<file path="src/sv/rhsl_pkg.sv">
package rhsl_pkg;

    localparam int NumCells = 16;
    localparam int DenW     = 11;
    localparam int QuoW     = 16;
    localparam int Latency  = NumCells + 1;

    localparam int LaneHue = 0;
    localparam int LaneSat = 1;
    localparam int LaneLum = 2;
    localparam int NumLanes = 3;

    localparam logic [DenW-1:0] LumDen = DenW'(510);
    localparam logic [QuoW-1:0] QuoMax = '1;

    typedef struct packed {
        logic [DenW-1:0] rem;
        logic [DenW-1:0] den;
        logic [QuoW-1:0] quo;
        logic            full;
    } lane_t;

    typedef struct packed {
        logic                       grey;
        logic [7:0]                 alpha;
        lane_t [NumLanes-1:0]       lane;
    } stage_t;

endpackage

</file>
<file path="src/sv/rhsl_prep.sv">
module rhsl_prep (
    input  logic                 clk,
    input  logic                 rst_n,
    input  logic                 start,
    input  logic [31:0]          pixel_argb,
    output logic                 valid,
    output rhsl_pkg::stage_t     stage
);
    import rhsl_pkg::*;

    logic [7:0]          r, g, b, mx, mn;
    logic [8:0]          d, s, sat_den;
    logic [DenW-1:0]     d6;
    logic signed [11:0]  hnum;
    logic [DenW-1:0]     hnum_u;
    stage_t              stage_next, stage_reg;
    logic                valid_reg;

    always_comb
    begin
        r = pixel_argb[23:16];
        g = pixel_argb[15:8];
        b = pixel_argb[7:0];
        mx = r;
        if (g > mx)
        begin
            mx = g;
        end
        if (b > mx)
        begin
            mx = b;
        end
        mn = r;
        if (g < mn)
        begin
            mn = g;
        end
        if (b < mn)
        begin
            mn = b;
        end
        d  = {1'b0, mx} - {1'b0, mn};
        s  = {1'b0, mx} + {1'b0, mn};
        d6 = {d, 2'b00} + {1'b0, d, 1'b0};
        sat_den = (s < 9'd255) ? s : (9'd510 - s);
        if (mx == r)
        begin
            hnum = $signed({4'b0, g}) - $signed({4'b0, b});
        end
        else if (mx == g)
        begin
            hnum = $signed({2'b0, d, 1'b0}) + $signed({4'b0, b}) - $signed({4'b0, r});
        end
        else
        begin
            hnum = $signed({1'b0, d, 2'b0}) + $signed({4'b0, r}) - $signed({4'b0, g});
        end
        if (hnum < 0)
        begin
            hnum = hnum + $signed({1'b0, d6});
        end
        hnum_u = hnum[DenW-1:0];

        stage_next.grey  = (d == 9'd0);
        stage_next.alpha = pixel_argb[31:24];

        stage_next.lane[LaneHue].rem  = hnum_u;
        stage_next.lane[LaneHue].den  = d6;
        stage_next.lane[LaneHue].quo  = '0;
        stage_next.lane[LaneHue].full = (hnum_u >= d6);

        stage_next.lane[LaneSat].rem  = {2'b0, d};
        stage_next.lane[LaneSat].den  = {2'b0, sat_den};
        stage_next.lane[LaneSat].quo  = '0;
        stage_next.lane[LaneSat].full = (d >= sat_den);

        stage_next.lane[LaneLum].rem  = {2'b0, s};
        stage_next.lane[LaneLum].den  = LumDen;
        stage_next.lane[LaneLum].quo  = '0;
        stage_next.lane[LaneLum].full = ({2'b0, s} >= LumDen);
    end

    always_ff @(posedge clk or negedge rst_n)
    begin
        if (!rst_n)
        begin
            valid_reg <= 1'b0;
        end
        else
        begin
            valid_reg <= start;
        end
    end

    always_ff @(posedge clk)
    begin
        stage_reg <= stage_next;
    end

    assign valid = valid_reg;
    assign stage = stage_reg;

endmodule

</file>
<file path="src/sv/rhsl_div_cell.sv">
module rhsl_div_cell (
    input  logic                 clk,
    input  logic                 rst_n,
    input  logic                 in_valid,
    input  rhsl_pkg::stage_t     in_stage,
    output logic                 out_valid,
    output rhsl_pkg::stage_t     out_stage
);
    import rhsl_pkg::*;

    stage_t          stage_next, stage_reg;
    logic            valid_reg;
    logic [DenW:0]   twice;
    logic [DenW:0]   diff;

    // One restoring quotient bit per lane.
    always_comb
    begin
        stage_next = in_stage;
        twice = '0;
        diff  = '0;
        for (int i = 0; i < NumLanes; i++)
        begin
            twice = {in_stage.lane[i].rem, 1'b0};
            diff  = twice - {1'b0, in_stage.lane[i].den};
            if (twice >= {1'b0, in_stage.lane[i].den})
            begin
                stage_next.lane[i].rem = diff[DenW-1:0];
                stage_next.lane[i].quo = {in_stage.lane[i].quo[QuoW-2:0], 1'b1};
            end
            else
            begin
                stage_next.lane[i].rem = twice[DenW-1:0];
                stage_next.lane[i].quo = {in_stage.lane[i].quo[QuoW-2:0], 1'b0};
            end
        end
    end

    always_ff @(posedge clk or negedge rst_n)
    begin
        if (!rst_n)
        begin
            valid_reg <= 1'b0;
        end
        else
        begin
            valid_reg <= in_valid;
        end
    end

    always_ff @(posedge clk)
    begin
        stage_reg <= stage_next;
    end

    assign out_valid = valid_reg;
    assign out_stage = stage_reg;

endmodule

</file>
<file path="src/sv/rgb_to_hsl_converter.sv">
// RGB to HSL pixel converter.
// A transfer on the input side happens at a rising edge with start high and
// busy low; pixel_argb carries alpha, red, green and blue in that byte order.
// Busy is always low, so one pixel can be taken in every clock cycle.
// Each pixel gives one result on hue, saturation, lightness and alpha, shown
// for exactly one cycle with strobe high. A prep register finds maximum,
// minimum and the three dividends and divisors; then a row of 16 identical
// cells each adds one quotient bit to all three divisions, so the prep register
// and the row of cells set the latency and the rate is one pixel per cycle.
// Results leave in the order the pixels came in.
// Reset clears every valid flag at once, so no strobe follows reset until a
// new pixel has been taken in.
// The receiver cannot hold results off; every result is taken in the cycle
// it is shown.
module rgb_to_hsl_converter (
    input  logic        clk,
    input  logic        rst_n,
    input  logic        start,
    output logic        busy,
    input  logic [31:0] pixel_argb,
    output logic        strobe,
    output logic [15:0] hue,
    output logic [15:0] saturation,
    output logic [15:0] lightness,
    output logic [7:0]  alpha
);
    import rhsl_pkg::*;

    logic   chain_valid [0:NumCells];
    stage_t chain_stage [0:NumCells];
    stage_t last;

    assign busy = 1'b0;

    rhsl_prep u_prep (
        .clk        (clk),
        .rst_n      (rst_n),
        .start      (start),
        .pixel_argb (pixel_argb),
        .valid      (chain_valid[0]),
        .stage      (chain_stage[0])
    );

    for (genvar k = 0; k < NumCells; k++)
    begin : g_cell
        rhsl_div_cell u_cell (
            .clk       (clk),
            .rst_n     (rst_n),
            .in_valid  (chain_valid[k]),
            .in_stage  (chain_stage[k]),
            .out_valid (chain_valid[k+1]),
            .out_stage (chain_stage[k+1])
        );
    end

    assign last   = chain_stage[NumCells];
    assign strobe = chain_valid[NumCells];
    assign alpha  = last.alpha;

    always_comb
    begin
        if (last.grey)
        begin
            hue        = '0;
            saturation = '0;
        end
        else
        begin
            hue        = last.lane[LaneHue].full ? QuoMax : last.lane[LaneHue].quo;
            saturation = last.lane[LaneSat].full ? QuoMax : last.lane[LaneSat].quo;
        end
        lightness = last.lane[LaneLum].full ? QuoMax : last.lane[LaneLum].quo;
    end

endmodule

</file>
<file path="config.mk">
export PLATFORM = sky130hd
export DESIGN_NAME = rgb_to_hsl_converter
export DESIGN_NICKNAME = d
export VERILOG_FILES = /design/src/sv/rhsl_pkg.sv /design/src/sv/rhsl_prep.sv /design/src/sv/rhsl_div_cell.sv /design/src/sv/rgb_to_hsl_converter.sv
export SDC_FILE = /design/constraint.sdc
export NUM_CORES = 2
export LEC_CHECK = 0
export BUFFER_PORTS_ARGS = -buffer_cell sky130_fd_sc_hd__buf_2
export CORE_UTILIZATION = 39
export CTS_CLUSTER_SIZE = 25
export DETAILED_ROUTE_END_ITERATION = 10
export HOLD_SLACK_MARGIN = 0.05
export PLACE_DENSITY = 0.52
export RECOVER_POWER = 50
export SKIP_LAST_GASP = 1
export SLEW_MARGIN = 10
export SYNTH_ARGS = -nofsm -noshare
export SYNTH_HDL_FRONTEND = slang
export SYNTH_SLANG_ARGS = --single-unit
</file>
<file path="constraint.sdc">
create_clock -name clk -period 4.5 [get_ports clk]
set_clock_uncertainty 0.2 [all_clocks]
set_input_delay 0 -clock clk [delete_from_list [all_inputs] [get_ports clk]]
set_output_delay 0 -clock clk [all_outputs]
set_load 0.01 [all_outputs]
</file>
==> flow_summary_export.csv <==
group,metric,value,unit
sta,period_share,168.1,%
floorplan,num_rows,131,
worst_setup_path,critical_path.max_fanout,8,
clock_tree,htreeDepth,4,
worst_setup_path,worstPathArrival,8.02,ns
placement,portBuffers,91,
global_routing,grt_pass1_vias,32610,
flow_run,max_cap_violations,0,
worst_setup_path,critical_path_class,"in2reg",
drt,ant_nets,0,
layout,n_antenna_cell,0,
sta,setup_viol,25,
synthesis,synth.distinct_cells,73,
layout,drive_above_1_share,20.18,%
synthesis,synthFlopType,"dfxtp_1",
clock_tree,cts_tree,"yes",
placement,gp_congestion,0.8600,
floorplan,io_pins,93,
drt,post_drt_via_cell_ratio,4.507,
synthesis,yosysSeqAreaShare,55.32,%
sta,rsz0062_at_grt,"true",
worst_setup_path,critical_path.endpoint_type,"flop",
synthesis,syn_inst,4748,
clock_tree,numCtsBuffers,144,
synthesis,synth_xor_area_share,3.285,%
sta,fmax,132.2,MHz
worst_setup_path,cp_slowest_stage_delay,0.48,ns
layout,final_util,48.96,%
floorplan,start_util,39.31,%
synthesis,synth_top_cells_by_area,"dfxtp_1 54%, ha_1 11%, inv_1 4.3%, mux2_2 3.1%, nor2_1 3.0%",
synthesis,synth_fa_ha_area_share,12.39,%
hold_path,hp-class,"reg2reg",
floorplan,die_area,0.1300,mm²
drt,drc,0,
sta,layout_min_cycle_time,7.565,ns
synthesis,ys_ff_latch,1381,
drt,wl_per_cell,13.95,µm
status,status,"finished, violations left",
sta,tightest_slew,0.7430,ns
sta,maxSlewViolCount,0,
layout,area_growth,24.54,%
clock_tree,cts_root_buffer,"clkbuf_16",
synthesis,ys_warn_count,0,
worst_setup_path,critical_path_required,4.96,ns
synthesis,synth_top_family_by_area,"adder cells",
synthesis,yosys.area_share.simple,10.03,%
synthesis,async_flop_share,1.231,%
synthesis,syn-num-nets,5253,
drt,first_iter_violations,1274,
synthesis,yosys-top-cells-count,"1364 x dfxtp_1, 577 x inv_1, 426 x ha_1, 399 x nor2_1, 288 x a21oi_1",
global_routing,grt_max_degree,33,
synthesis,synth.area.mux_share,4.143,%
drt,first_pass_iters,5,
status,violations,"negative setup slack",
synthesis,syn_avg_cell_area,10.56,µm²
sta,maxSlewHeadroom,50.31,%
sta,hold_violations,0,
placement,place_hpwl,75.19,mm
synthesis,yosysMostFrequentCell,"dfxtp_1",
global_routing,antenna_found_initial,6,
layout,num-nets-final,5884,
drt,routed_wirelength,99.86,mm
global_routing,grt_pass1_wl,163.7,mm
floorplan,coreArea,0.1275,mm²
floorplan,die_x,360.5,µm
worst_setup_path,critical_path.slowest_cell,"or4_1",
worst_setup_path,cp-start-kind,"input port",
synthesis,yosysTopAreaCellShare,54.47,%
synthesis,synthesis.area,0.05013,mm²
floorplan,die_y,360.5,µm
layout,final_cells,7158,
layout,largest_reg_flops,1307,
clock_tree,clk_latency,0.77,ns
placement,place_inst,6769,
sta,fin_tns_setup,-26.86,ns
clock_tree,clk_pin_slew,0.06,ns
drt,num_vias,32260,
clock_tree,clk_path_buf_depth,3,
synthesis,synth_edf_count,0,
sta,fin_ws,-3.065,ns
global_routing,grt-ovfl-total,0,
synthesis,synth-compound-area-share,9.954,%
clock_tree,cts.sinks,1381,
synthesis,yosysTopAreaCell,"dfxtp_1",
global_routing,grt.total_usage,15.51,%
-- layout make-up --
cell class | count | area, µm²
clock inverter | 65 | 1032
sequential | 1381 | 27730
fill | 11530 | 65090
multi-input combinational | 2740 | 21190
tap | 1662 | 2079
inverter | 578 | 2187
timing repair buffer | 534 | 4114
clock buffer | 198 | 4096
-- cells by family after synthesis --
group	after synthesis
adders and majority gates	470
buffers and inverters	627
muxes	189
xor gates and xnor gates	188
other	1
AOI/OAI and AO/OA	819
DFF	1381
and+or+nand+nor	1073
-- worst paths after layout --
| kind | from | end | slack, ns | depth (start not counted) |
|---|---|---|---|---|
| setup / recovery | pixel_argb[9] | u_prep.stage[0] | -3.07 | 49 |
| hold / removal | g_cell[11].u_cell.out_stage[90] | g_cell[12].u_cell.out_stage[91] | 0.11 | 0 |
| setup reg to reg | g_cell[2].u_cell.out_stage[19] | g_cell[3].u_cell.out_stage[36] | 0.64 | 12 |
| hold reg to reg | g_cell[11].u_cell.out_stage[90] | g_cell[12].u_cell.out_stage[91] | 0.11 | 0 |
| max in group asynchronous | rst_n | g_cell[0].u_cell.out_valid | 3.47 | 3 |
| min in group asynchronous | rst_n | g_cell[15].u_cell.out_valid | 0.16 | 3 |
-- through the flow --
| stage | worst slack, ns | instance area (µm²) | hold slack (ns) |
|---|---|---|---|
| after floorplan | -3.906 | 50410 | -0.4956 |
| after global placement | -4.084 | 55090 | -0.2712 |
| after detailed placement | -4.203 | 55090 | -0.2701 |
| after CTS | -2.974 | 61530 | 0.08823 |
| after global routing | -3.468 | 62430 | 0.1172 |
| final | -3.065 | 62430 | 0.1093 |
-- worst max-delay path, delay by kind of cell --
family / cells / cell delay, ns
XOR/XNOR: 5 / 0.70
AO/OA/AOI/OAI: 17 / 2.31
buffers and inverters: 4 / 0.45
multiplexers: 1 / 0.24
adder cells (fa/ha/maj): 7 / 2.12
AND/OR/NAND/NOR: 15 / 2.15
-- repair_timing --
item                                   CTS  global route
pin swaps                               73            81
cloned                                   2             1
endpoints found under the hold margin   28             0
setup endpoints to repair               29            30
setup buffers                           76            40
hold buffers                            25             0
resized for setup                      106           145
-- per-layer routing --
metal / vias up / GRT usage (%) / share of wire (%)
met5: - / 0 / 0.013
met4: 2 / 5.874 / 2.9
met3: 190 / 2.724 / 3.0
met2: 381 / 26.41 / 47
met1: 14710 / 19.50 / 47
li1: 16980 / - / -
-- layout by cell type, fill, tap and decap left out, types with 17 or more instances in the layout --
| cell | instances |
|---|---|
| o31ai_1 | 30 |
| a21oi_1 | 245 |
| nor3_1 | 38 |
| o21bai_1 | 21 |
| or2_2 | 22 |
| nand4_1 | 53 |
| xnor2_1 | 117 |
| a21o_1 | 45 |
| clkbuf_16 | 145 |
| dlygate4sd3_1 | 25 |
| o21a_1 | 49 |
| nor2_1 | 381 |
| a21boi_0 | 62 |
| a21oi_2 | 31 |
| fa_1 | 42 |
| xor2_1 | 54 |
| buf_4 | 374 |
| mux2_2 | 136 |
| buf_6 | 40 |
| nand2b_1 | 76 |
| clkbuf_8 | 29 |
| nor2b_1 | 91 |
| nand3_1 | 63 |
| nor4_1 | 17 |
| mux2i_1 | 40 |
| ha_4 | 22 |
| clkbuf_1 | 25 |
| dfrtp_1 | 17 |
| a221oi_1 | 17 |
| dfxtp_1 | 1364 |
| ha_1 | 398 |
| clkinv_2 | 20 |
| or3_1 | 26 |
| nand2_1 | 225 |
| buf_2 | 86 |
| o21ai_0 | 196 |
| nor2_2 | 20 |
| inv_1 | 561 |
Power is left out: the tool's default activity adds up to more than one toggle a clock period on the data nets, which glitch-free logic cannot reach.
